--- src/hw/rtl/wuf_ram.sv ---
`timescale 1ns / 1ps
// ----------------------------------------------------------------------------
// Weighted union-find RAM
// Generic single-write, single-read memory with a registered read port.
// ----------------------------------------------------------------------------
module wuf_ram #(
    parameter int WIDTH = 8,
    parameter int DEPTH = 16,
    localparam int AW   = (DEPTH > 1) ? $clog2(DEPTH) : 1
) (
    input  logic             i_clk,
    input  logic             i_we,
    input  logic [AW-1:0]    i_waddr,
    input  logic [WIDTH-1:0] i_wdata,
    input  logic [AW-1:0]    i_raddr,
    output logic [WIDTH-1:0] o_rdata
);

    logic [WIDTH-1:0] r_mem [DEPTH];
    logic [WIDTH-1:0] r_rdata;

    always_ff @(posedge i_clk) begin
        if (i_we) begin
            r_mem[i_waddr] <= i_wdata;
        end
        r_rdata <= r_mem[i_raddr];
    end

    assign o_rdata = r_rdata;

endmodule

--- config.mk ---
export PLATFORM = sky130hd
export DESIGN_NAME = wuf_ram
export DESIGN_NICKNAME = d
export VERILOG_FILES = /design/src/hw/rtl/wuf_ram.sv
export SDC_FILE = /design/constraint.sdc
export NUM_CORES = 1
export LEC_CHECK = 0
export ABC_AREA = 1
export BUFFER_PORTS_ARGS = -buffer_cell sky130_fd_sc_hd__clkbuf_2
export CAP_MARGIN = 20
export CORE_UTILIZATION = 55
export DETAILED_ROUTE_END_ITERATION = 8
export PLACE_DENSITY = 0.85
export SYNTH_ARGS = -nofsm -noshare
export SYNTH_HDL_FRONTEND = slang
export SYNTH_SLANG_ARGS = --single-unit
--- constraint.sdc ---
create_clock -name i_clk -period 1.2 [get_ports i_clk]
set_clock_uncertainty 0.2 [all_clocks]
set_input_delay 0.06 -clock i_clk [delete_from_list [all_inputs] [get_ports i_clk]]
set_output_delay 0.06 -clock i_clk [all_outputs]
set_load 0.1 [all_outputs]
# After elaboration in Yosys (flattened, before gate mapping)
# Memories as Yosys holds them, arrays and structs flattened. A register that Yosys moved wholly into a read port is not among the register bits.
# Index checks and enable logic that the tools add are counted.
# W data, S select, Z words.
# classes
div	0
magnitude_cmp	0
bitwise	0
eq_ne	0
muxes	2
multipliers	0
add_sub_neg	0
reduce_logical	0
shifts	0
# op_table
cell	count
$mux W1	2
# totals
latchBits	0
mem_count	1
input_bits	18
wordCells	3
ramBits	128
output_inout_bits	8
rom_bits	0
regBits	0
# memory_table
memory	words	width	rd	rd_clocked_by_memory_dff	wr	line	rtl
r_mem	16	8	1	1	1	19	logic [WIDTH-1:0] r_mem [DEPTH];

# Longest topological paths before layout
# Gate-level depths: netlist of run 1.
# logic_depth
ltp_word	2
ltp_mapped	8
mapped_depth_nobuf	7

# Worst setup path before layout of run 1
# Ideal clock, no wire load.
# synth_timing
path_kind	input-to-reg
start	input i_waddr[3]
end	memory r_mem[4][0] (enable)
arrival_ns	0.641
stages	2
n_path_buf	0
setup_time_ns	0.370
required_time_ns	0.630
path_slack_ns	-0.011
cell_sequence	nand3b_1 -> nor2_1
# synth_rtl
element	line	rtl
start: declaration	13	input logic [AW-1:0] i_waddr,
end: declaration	19	
# No word-level cell before the write port.

# Worst setup path in the final report of run 1
# layout_timing
start	register r_rdata[3] (netlist: o_rdata[3]), read port of r_mem
end	output o_rdata[3]
# layout_rtl
element	line	rtl
start: declaration	20	logic [WIDTH-1:0] r_rdata;
end: declaration	16	output logic [WIDTH-1:0] o_rdata
# No word-level cell between the ends.

==> results of run 1 <==
timing repair:
| action | CTS | global route |
|---|---|---|
| pin swaps | 3 | 21 |
| hold buffers | 15 | 1 |
| gates resized for setup | 25 | 57 |
| setup buffers | 0 | 0 |
| endpoints found under the hold margin | 216 | 56 |
| endpoints found under the setup margin | 13 | 120 |
worst paths after layout:
kind                                  start  slack, ns           end
worst min-delay path             i_waddr[3]      -0.09  r_mem[14][1]
worst max-delay path             o_rdata[3]      -0.14    o_rdata[3]
worst max register to register  r_mem[2][7]      -0.12    o_rdata[7]
worst min register to register  r_mem[6][3]       0.50    o_rdata[3]
state kept, by name, indices dropped and copies added (netlist names):
register  cells
o_rdata       8
r_mem       128
area by class of cell:
cell class | instances | area [µm²]
tap | 136 | 170.2
clock buffer | 23 | 476.7
inverter | 102 | 382.9
multi-input combinational | 289 | 1521
clock inverter | 9 | 121.4
sequential | 136 | 4016
timing repair buffer | 66 | 675.6
fill | 570 | 2867
Yosys cell counts, drive strengths merged:
cell type / instances
nand2: 173
edfxtp: 128
inv: 102
nand3: 97
buf: 24
nor2: 17
dfxtp: 8
nand3b: 2
layer usage:
metal  vias to the layer above  track usage, %
met2                       403           45.41
met3                        79           7.644
met5                         -               0
li1                       1901               -
met4                         0           18.37
met1                      2114           35.79
kinds of logic after synthesis:
family | synth area share, %
simple gates | 21.05
buf+inv | 9.525
flops | 69.43
power groups by stage:
stage	logic [mW]	registers (mW)	clock network (mW)
global route	1.25	5.38	5.50
floorplan	0.375	5.66	0
global placement	0.965	5.46	0
finish	1.20	5.38	5.33
CTS	1.08	5.38	5.24
detailed placement	0.997	5.46	0
==> out/metrics.yaml, run 1 <==
timing:
  whs_ns: -0.09282
  fin_tns_setup_ns: -1.329
  fin_ws_ns: -0.1432
  period_needed_ns: 1.343
  setup_violations: 21
  slew_viol_final: 0
  hold_violations: 56
  rsz0062_at_grt: "true"
  slew_headroom_pct: 70.73
  post-route-period-util_pct: 111.9
  tightest_slew_ns: 0.4390
  max_freq_ghz: 0.7445
placement:
  pre_cts_ws_ns: -0.1440
  dpl.cell_count: 716
  dp_hpwl_mm: 8.276
  placed_area_mm2: 0.006301
  port_buffers: 25
  gp_congestion: 0.8547
pwr:
  p_switching_mw: 2.836
  clkPwrFrac_pct: 44.7
  p_comb_share_pct: 10.1
  finalPower_mw: 11.91
  cellInternalPower_mw: 9.076
  irDropWorstVdd_mv: 1.212
  seqPwrFrac_pct: 45.2
  switching_share_pct: 23.81
  p_leak_nw: 3.187
  power_density_mw_per_mm2: 1617
finish:
  area_growth_syn_to_layout_pct: 27.71
  fin_nets: 630
  final_util_pct: 71.98
  layout_common_cells: "nand2_1, edfxtp_1, inv_1"
  insertedDiodeCount: 0
  design_area_mm2: 0.007365
  drive_above_1_share_pct: 24.96
  stdcell_count: 761
  final_common_cell: "nand2_1"
setup_path:
  r2r_cells: 6
  slowest_delay_ns: 0.37
  worstSetupStartpointType: "register"
  cp_top_family: "flip-flops"
  cp_cell_sequence: "buf_12"
  crit_path_top_delay_cell: "dfxtp_4"
  path_max_fanout: 1
  path_buf_inv: 1
  endpoint_kind: "output port"
  worstPathArrival_ns: 1.08
  critPathRequiredTime_ns: 0.94
  path_depth: 1
  worstSetupPathType: "reg2out"
cts:
  insertion_delay_ns: 0.54
  cts_num_sinks: 136
  cts_tree: "built"
  clkTransAtPathRegs_ns: 0.07
  cts_max_level: 4
  cts-root-buf: "clkbuf_8"
  cts_buffers: 17
  clk_path_buf_depth: 2
drt:
  drc: 3
  drt.antenna.violating_nets: 0
  wl_met1_mm: 5.659
  drt_iter0_markers: 980
  drtPass1Iterations: 9
  via_per_inst: 5.909
  post_drt_wl_per_cell_um: 21.55
  top_layer_used: "met4"
  wl_met2_mm: 8.113
  wirelength_mm: 16.40
  vias: 4497
  wl_met3_mm: 1.834
floorplan:
  initial_utilization_pct: 56.37
  dieArea_mm2: 0.01090
  num_rows: 37
  coreArea_mm2: 0.01023
  ioPinCount: 26
  die-width_um: 104.4
  die_y_um: 104.4
synth:
  synth.distinct_cells: 12
  synth_area_leaders: "edfxtp_1, nand2_1, nand3_1"
  yosysTopAreaCellShare_pct: 66.65
  synth_area_per_cell_um2: 10.47
  synthesis.nets: 569
  synth-seq-cells: 136
  synthCells: 551
  yosys.area.top_type: "edfxtp_1"
  synth_warnings: 0
  synth-seq-area-share_pct: 69.43
  synth_area_mm2: 0.005767
grt:
  grt_pass1_wl_mm: 23.04
  grt_overflow: 0
  grt_pass1_vias: 4217
  antenna_found_initial: 0
  grt_max_degree: 48
  gr-usage-all-layers_pct: 28.98
outcome:
  violations: "design-rule violations, negative hold slack, negative setup slack"
  status: "finished with violations"
min_path:
  hold_class: "in2reg"
  hold_depth: 4
job:
  drv_cap: 0
Note: power is estimated with default switching activity, not from simulation.
==> run 2, diff against run 1 <==
- PLACE_DENSITY: 0.85 -> 0.73
- SETUP_SLACK_MARGIN: default -> 0.02
==> run 2 against run 1 <==
- the flow finishes with violations (negative hold slack, negative setup slack)
- design area fell by 1.3%
- fmax is 1.4% higher
- non-clock buffer count is 2 higher
- combinational power shrank 6%
- utilization shrank 0.97 points
- global-route usage down 2.9 points
- power fell by 5.7%
- critical path type unchanged
==> out/metrics.yaml, run 2 (synthesized netlist as in run 1, its figures left out) <==
cts:
  cts_tree: "built"
  clk_path_buf_depth: 2  # unchanged
  cts_setup_buffers: 0  # unchanged
  cts_max_level: 4  # unchanged
  insertion_delay_ns: 0.52  # -0.02 ns
  cts_buffers: 17  # unchanged
  cts-root-buf: "clkbuf_8"
  cts_num_sinks: 136  # unchanged
  clkTransAtPathRegs_ns: 0.06  # about the same
placement:
  port_buffers: 25  # unchanged
  dp_hpwl_mm: 8.074  # -2.4%
  gp_congestion: 0.8489  # -0.68%
  placed_area_mm2: 0.006316  # +0.24%
  dpl.cell_count: 718  # +0.28%
drt:
  drtPass1Iterations: 5  # -4
  vias: 4122  # -8.3%
  drt.antenna.violating_nets: 0  # unchanged
  wirelength_mm: 13.72  # -16%
  drc: 0  # -3
  via_per_inst: 5.402  # -8.6%
  drt_iter0_markers: 304  # -69%
  post_drt_wl_per_cell_um: 17.98  # -17%
grt:
  grt_max_degree: 35  # -27%
  grt_pass1_wl_mm: 20.56  # -11%
  grt_pass1_vias: 3898  # -7.6%
  grt_overflow: 0  # unchanged
  gr-usage-all-layers_pct: 26.04  # -2.9 points
  antenna_found_initial: 0  # unchanged
finish:
  stdcell_count: 763  # +0.26%
  largest_reg_flops: 128  # unchanged
  drive_above_1_share_pct: 22.33  # -2.6 points
  largest_register: "r_mem"
  layout_common_cells: "nand2_1, edfxtp_1, inv_1"
  insertedDiodeCount: 0  # unchanged
  final_common_cell: "nand2_1"
  area_growth_syn_to_layout_pct: 25.99
  design_area_mm2: 0.007266  # -1.3%
  fin_nets: 632  # +0.32%
timing:
  slew_viol_final: 0  # unchanged
  max_freq_ghz: 0.7548  # +1.4%
  hold_violations: 24  # -57%
  rsz0062_at_grt: "true"
  fin_ws_ns: -0.1248  # +0.01838 ns
  whs_ns: -0.04550  # +0.04732 ns
  tightest_slew_ns: 0.4530  # +0.01395 ns
  period_needed_ns: 1.325  # -0.01838 ns
  slew_headroom_pct: 69.80  # -0.93 points
  post-route-period-util_pct: 110.4  # -1.5 points
  fin_tns_setup_ns: -0.8535  # +0.4757 ns
  setup_violations: 8  # -62%
setup_path:
  crit-reg2reg-launch: "r_mem[2][5]"
  critPathRequiredTime_ns: 0.94  # about the same
  worstSetupPathType: "reg2out"
  slowest_delay_ns: 0.37  # about the same
  crit_path_top_delay_cell: "dfxtp_4"
  worstPathArrival_ns: 1.06  # -0.02 ns
  worstSetupStartpointType: "register"
  path_buf_inv: 1  # unchanged
  crit_start: "o_rdata[6]"
  cp_top_family: "flip-flops"
  endpoint_kind: "output port"
  cp_cell_sequence: "buf_12"
  path_max_fanout: 1  # unchanged
min_path:
  min_from: "i_waddr[3]"
  hold_class: "in2reg"
floorplan:
  die_y_um: 104.4  # unchanged
  initial_utilization_pct: 56.37  # unchanged
  num_rows: 37  # unchanged
  ioPinCount: 26  # unchanged
  dieArea_mm2: 0.01090  # unchanged
  coreArea_mm2: 0.01023  # unchanged
  die-width_um: 104.4  # unchanged
outcome:
  status: "finished with violations"
  violations: "negative hold slack, negative setup slack"
job:
  drv_cap: 0  # unchanged
pwr:
  p_leak_nw: 3.157  # -0.94%
  power_density_mw_per_mm2: 1546  # -4.4%
  irDropWorstVdd_mv: 0.9774  # -19%
==> run 2: changes by cell type in the layout (fill, tap and decap cells not counted), sizes merged <==
cell	change
bufinv	-2
clkinvlp	+2
buf	+3
dlygate4sd3	-1
inv	-1
clkbuf	+1
==> run 2: metal layers <==
| metal | track usage, % | vias to the layer above | share of wire (%) |
|---|---|---|---|
| met5 | 0 | - | 0 |
| met4 | 11.43 | 0 | 3.0 |
| met3 | 5.201 | 37 | 7.6 |
| met2 | 42.05 | 188 | 49 |
| met1 | 34.33 | 1994 | 40 |
| li1 | - | 1903 | - |
==> run 2: cell type report <==
class                   instances  area (µm²)
repair buffers                 68       711.9
flip-flops and latches        136        4016
fillers                       704        2965
clock buffers                  24       470.5
well taps                     136       170.2
inverters                     102       387.9
clock inverters                 8       72.57
multi-input cells             289        1436
==> run 2: worst min-delay path, stage by stage <==
cell      delay [ns]
clkbuf_2        0.12
nor2_2          0.04
nand2_2         0.10
nor2_4          0.05
buf_4           0.12
==> run 2: final timing paths <==
check / to / slack, ns / cells after the start
max reg2reg: o_rdata[5] / 0.03 / 6
min: r_mem[0][1] / -0.05 / 5
max: o_rdata[6] / -0.12 / 1
min reg2reg: o_rdata[5] / 0.47 / 6
==> run 2: per-stage QoR <==
step	worst slack [ns]	util [%]	power, mW
2_1_floorplan	-0.01084	-	6.035
5_1_grt	-0.1423	71.02	11.54
3_3_place_gp	-0.1117	61.73	6.445
3_5_place_dp	-0.1578	61.73	6.472
4_1_cts	-0.1421	68.73	11.20
6_report	-0.1248	71.02	11.23
==> run 2: timing repair <==
item / CTS / global route
cloned: 0 / 1
pin swaps: 0 / 20
hold buffers: 13 / 1
setup endpoints to repair: 12 / 80
hold endpoints to repair: 200 / 26
gates resized for setup: 15 / 51
==> run 2: where the power goes <==
group	internal (mW)	switching [mW]	total [mW]
Sequential	5.32	0.0546	5.37
Clock	2.89	1.83	4.72
Combinational	0.386	0.747	1.13
Total	8.60	2.63	11.2
==> run 3, diff against run 2 <==
- CORE_UTILIZATION: 55 -> 60
- PLACE_DENSITY: 0.73 -> 0.76
- clock period: 1.2 -> 1.3 ns (I/O delays scaled with it)
==> run 3 against run 2 <==
- the flow finishes with violations (negative setup slack)
- clock power about the same
- sequential cell count unchanged
- utilization grew 5.4 points
- design area shrank 2.3%
- critical path depth did not move
- largest cell class unchanged
- highest routed layer unchanged
==> out/metrics.yaml, run 3 (synthesized netlist as in run 1, its figures left out) <==
placement:
  port_buffers: 25  # unchanged
  dpl.cell_count: 713  # -0.70%
  placed_area_mm2: 0.006322  # about the same
  pre_cts_ws_ns: -0.02063  # +0.1372 ns
  dp_hpwl_mm: 7.627  # -5.5%
  gp_congestion: 0.8612  # +1.4%
floorplan:
  die_y_um: 100.0  # -4.2%
  coreArea_mm2: 0.009284  # -9.3%
  num_rows: 35  # -5.4%
  ioPinCount: 26  # unchanged
  die-width_um: 100.0  # -4.2%
  initial_utilization_pct: 62.12  # +5.8 points
  dieArea_mm2: 0.01001  # -8.2%
outcome:
  violations: "negative setup slack"
  status: "finished with violations"
drt:
  drt_iter0_markers: 351  # +15%
  drt.antenna.violating_nets: 0  # unchanged
  drc: 0  # unchanged
  post_drt_wl_per_cell_um: 17.14  # -4.7%
  via_per_inst: 5.393  # -0.17%
  vias: 4099  # -0.56%
  wirelength_mm: 13.02  # -5.1%
  drtPass1Iterations: 5  # unchanged
setup_path:
  crit_path_top_delay_cell: "dfxtp_2"
  r2r_cells: 6  # unchanged
  path_max_fanout: 1  # unchanged
  worstSetupPathType: "reg2out"
  cp_cell_sequence: "buf_12"
  slowest_delay_ns: 0.37  # about the same
  worstSetupStartpointType: "register"
  cp_top_family: "flip-flops"
  path_buf_inv: 1  # unchanged
  endpoint_kind: "output port"
  critPathRequiredTime_ns: 1.03  # +0.09 ns
  worstPathArrival_ns: 1.07  # about the same
  path_depth: 1  # unchanged
timing:
  slew_headroom_pct: 74.88  # +5.1 points
  post-route-period-util_pct: 102.4
  fin_tns_setup_ns: -0.1147  # +0.7388 ns
  setup_violations: 7  # -1
  tightest_slew_ns: 0.3768  # -0.07621 ns
  fin_ws_ns: -0.03072  # +0.09411 ns
  period_needed_ns: 1.331
  max_freq_ghz: 0.7515
  rsz0062_at_grt: "true"
  slew_viol_final: 0  # unchanged
  hold_violations: 0  # -100%
finish:
  final_common_cell: "nand2_1"
  area_growth_syn_to_layout_pct: 23.04
  design_area_mm2: 0.007096  # -2.3%
  largest_reg_flops: 128  # unchanged
  largest_register: "r_mem"
  drive_above_1_share_pct: 16.01  # -6.3 points
  stdcell_count: 760  # -0.39%
  fin_nets: 636  # +0.63%
  layout_common_cells: "nand2_1, edfxtp_1, inv_1"
  insertedDiodeCount: 0  # unchanged
grt:
  grt_max_degree: 65  # +86%
  gr-usage-all-layers_pct: 28.86  # +2.8 points
  antenna_found_initial: 0  # unchanged
  grt_overflow: 0  # unchanged
  grt_pass1_wl_mm: 21.02  # +2.2%
  grt_pass1_vias: 4064  # +4.3%
pwr:
  p_leak_nw: 3.102  # -1.8%
  irDropWorstVdd_mv: 1.514  # +55%
  power_density_mw_per_mm2: 1501  # -2.9%
  finalPower_mw: 10.65  # -5.2%
cts:
  cts_buffers: 17  # unchanged
  clkTransAtPathRegs_ns: 0.06  # about the same
  cts_max_level: 4  # unchanged
  clk_path_buf_depth: 2  # unchanged
  insertion_delay_ns: 0.52  # about the same
  cts_tree: "built"
  cts_num_sinks: 136  # unchanged
  cts-root-buf: "clkbuf_8"
min_path:
  hold_depth: 5  # unchanged
  hold_class: "in2reg"
job:
  drv_cap: 0  # unchanged
run 3: layout make-up:
| class | instances | area [µm²] |
|---|---|---|
| Clock inverter | 14 | 163.9 |
| Fill cell | 590 | 2188 |
| Sequential cell | 136 | 4019 |
| Inverter | 102 | 382.9 |
| Tap cell | 129 | 161.4 |
| Multi-Input combinational cell | 289 | 1219 |
| Clock buffer | 18 | 427.9 |
| Timing Repair Buffer | 72 | 721.9 |
run 3: final timing paths:
check	start	endpoint	slack, ns
min reg2reg	r_mem[3][4]	o_rdata[4]	0.48
max	o_rdata[2]	o_rdata[2]	-0.03
max reg2reg	r_mem[7][6]	o_rdata[6]	0.11
min	i_waddr[1]	r_mem[4][5]	0.03
run 3: through the flow:
step	utilization [%]	hold slack (ns)
final	76.43	0.03461
after floorplan	-	-0.03613
after detailed placement	68.10	0.3339
after CTS	76.42	0.009912
after global routing	76.43	0.04328
after global placement	68.10	0.3186
run 3: where the power goes:
| group | total (mW) | leakage (nW) | internal [mW] | switching (mW) |
|---|---|---|---|---|
| sequential | 4.96 | 1.22 | 4.91 | 0.0529 |
| combinational | 0.956 | 1.60 | 0.329 | 0.627 |
| clock | 4.73 | 0.282 | 2.83 | 1.90 |
| total | 10.6 | 3.10 | 8.07 | 2.58 |
run 3: metal layers:
| metal | track usage (%) | wire, µm | vias to the layer above |
|---|---|---|---|
| li1 | - | - | 1914 |
| met1 | 37.78 | 5154 | 1925 |
| met2 | 46.90 | 6479 | 224 |
| met3 | 6.267 | 1031 | 36 |
| met4 | 12.93 | 357 | 0 |
| met5 | 0 | 0 | - |
run 3: timing repair:
item,CTS,global route
setup buffers,0,0
pin swaps,0,2
hold buffers,17,0
resized for setup,8,7
setup endpoints to repair,8,42
endpoints found under the hold margin,175,0
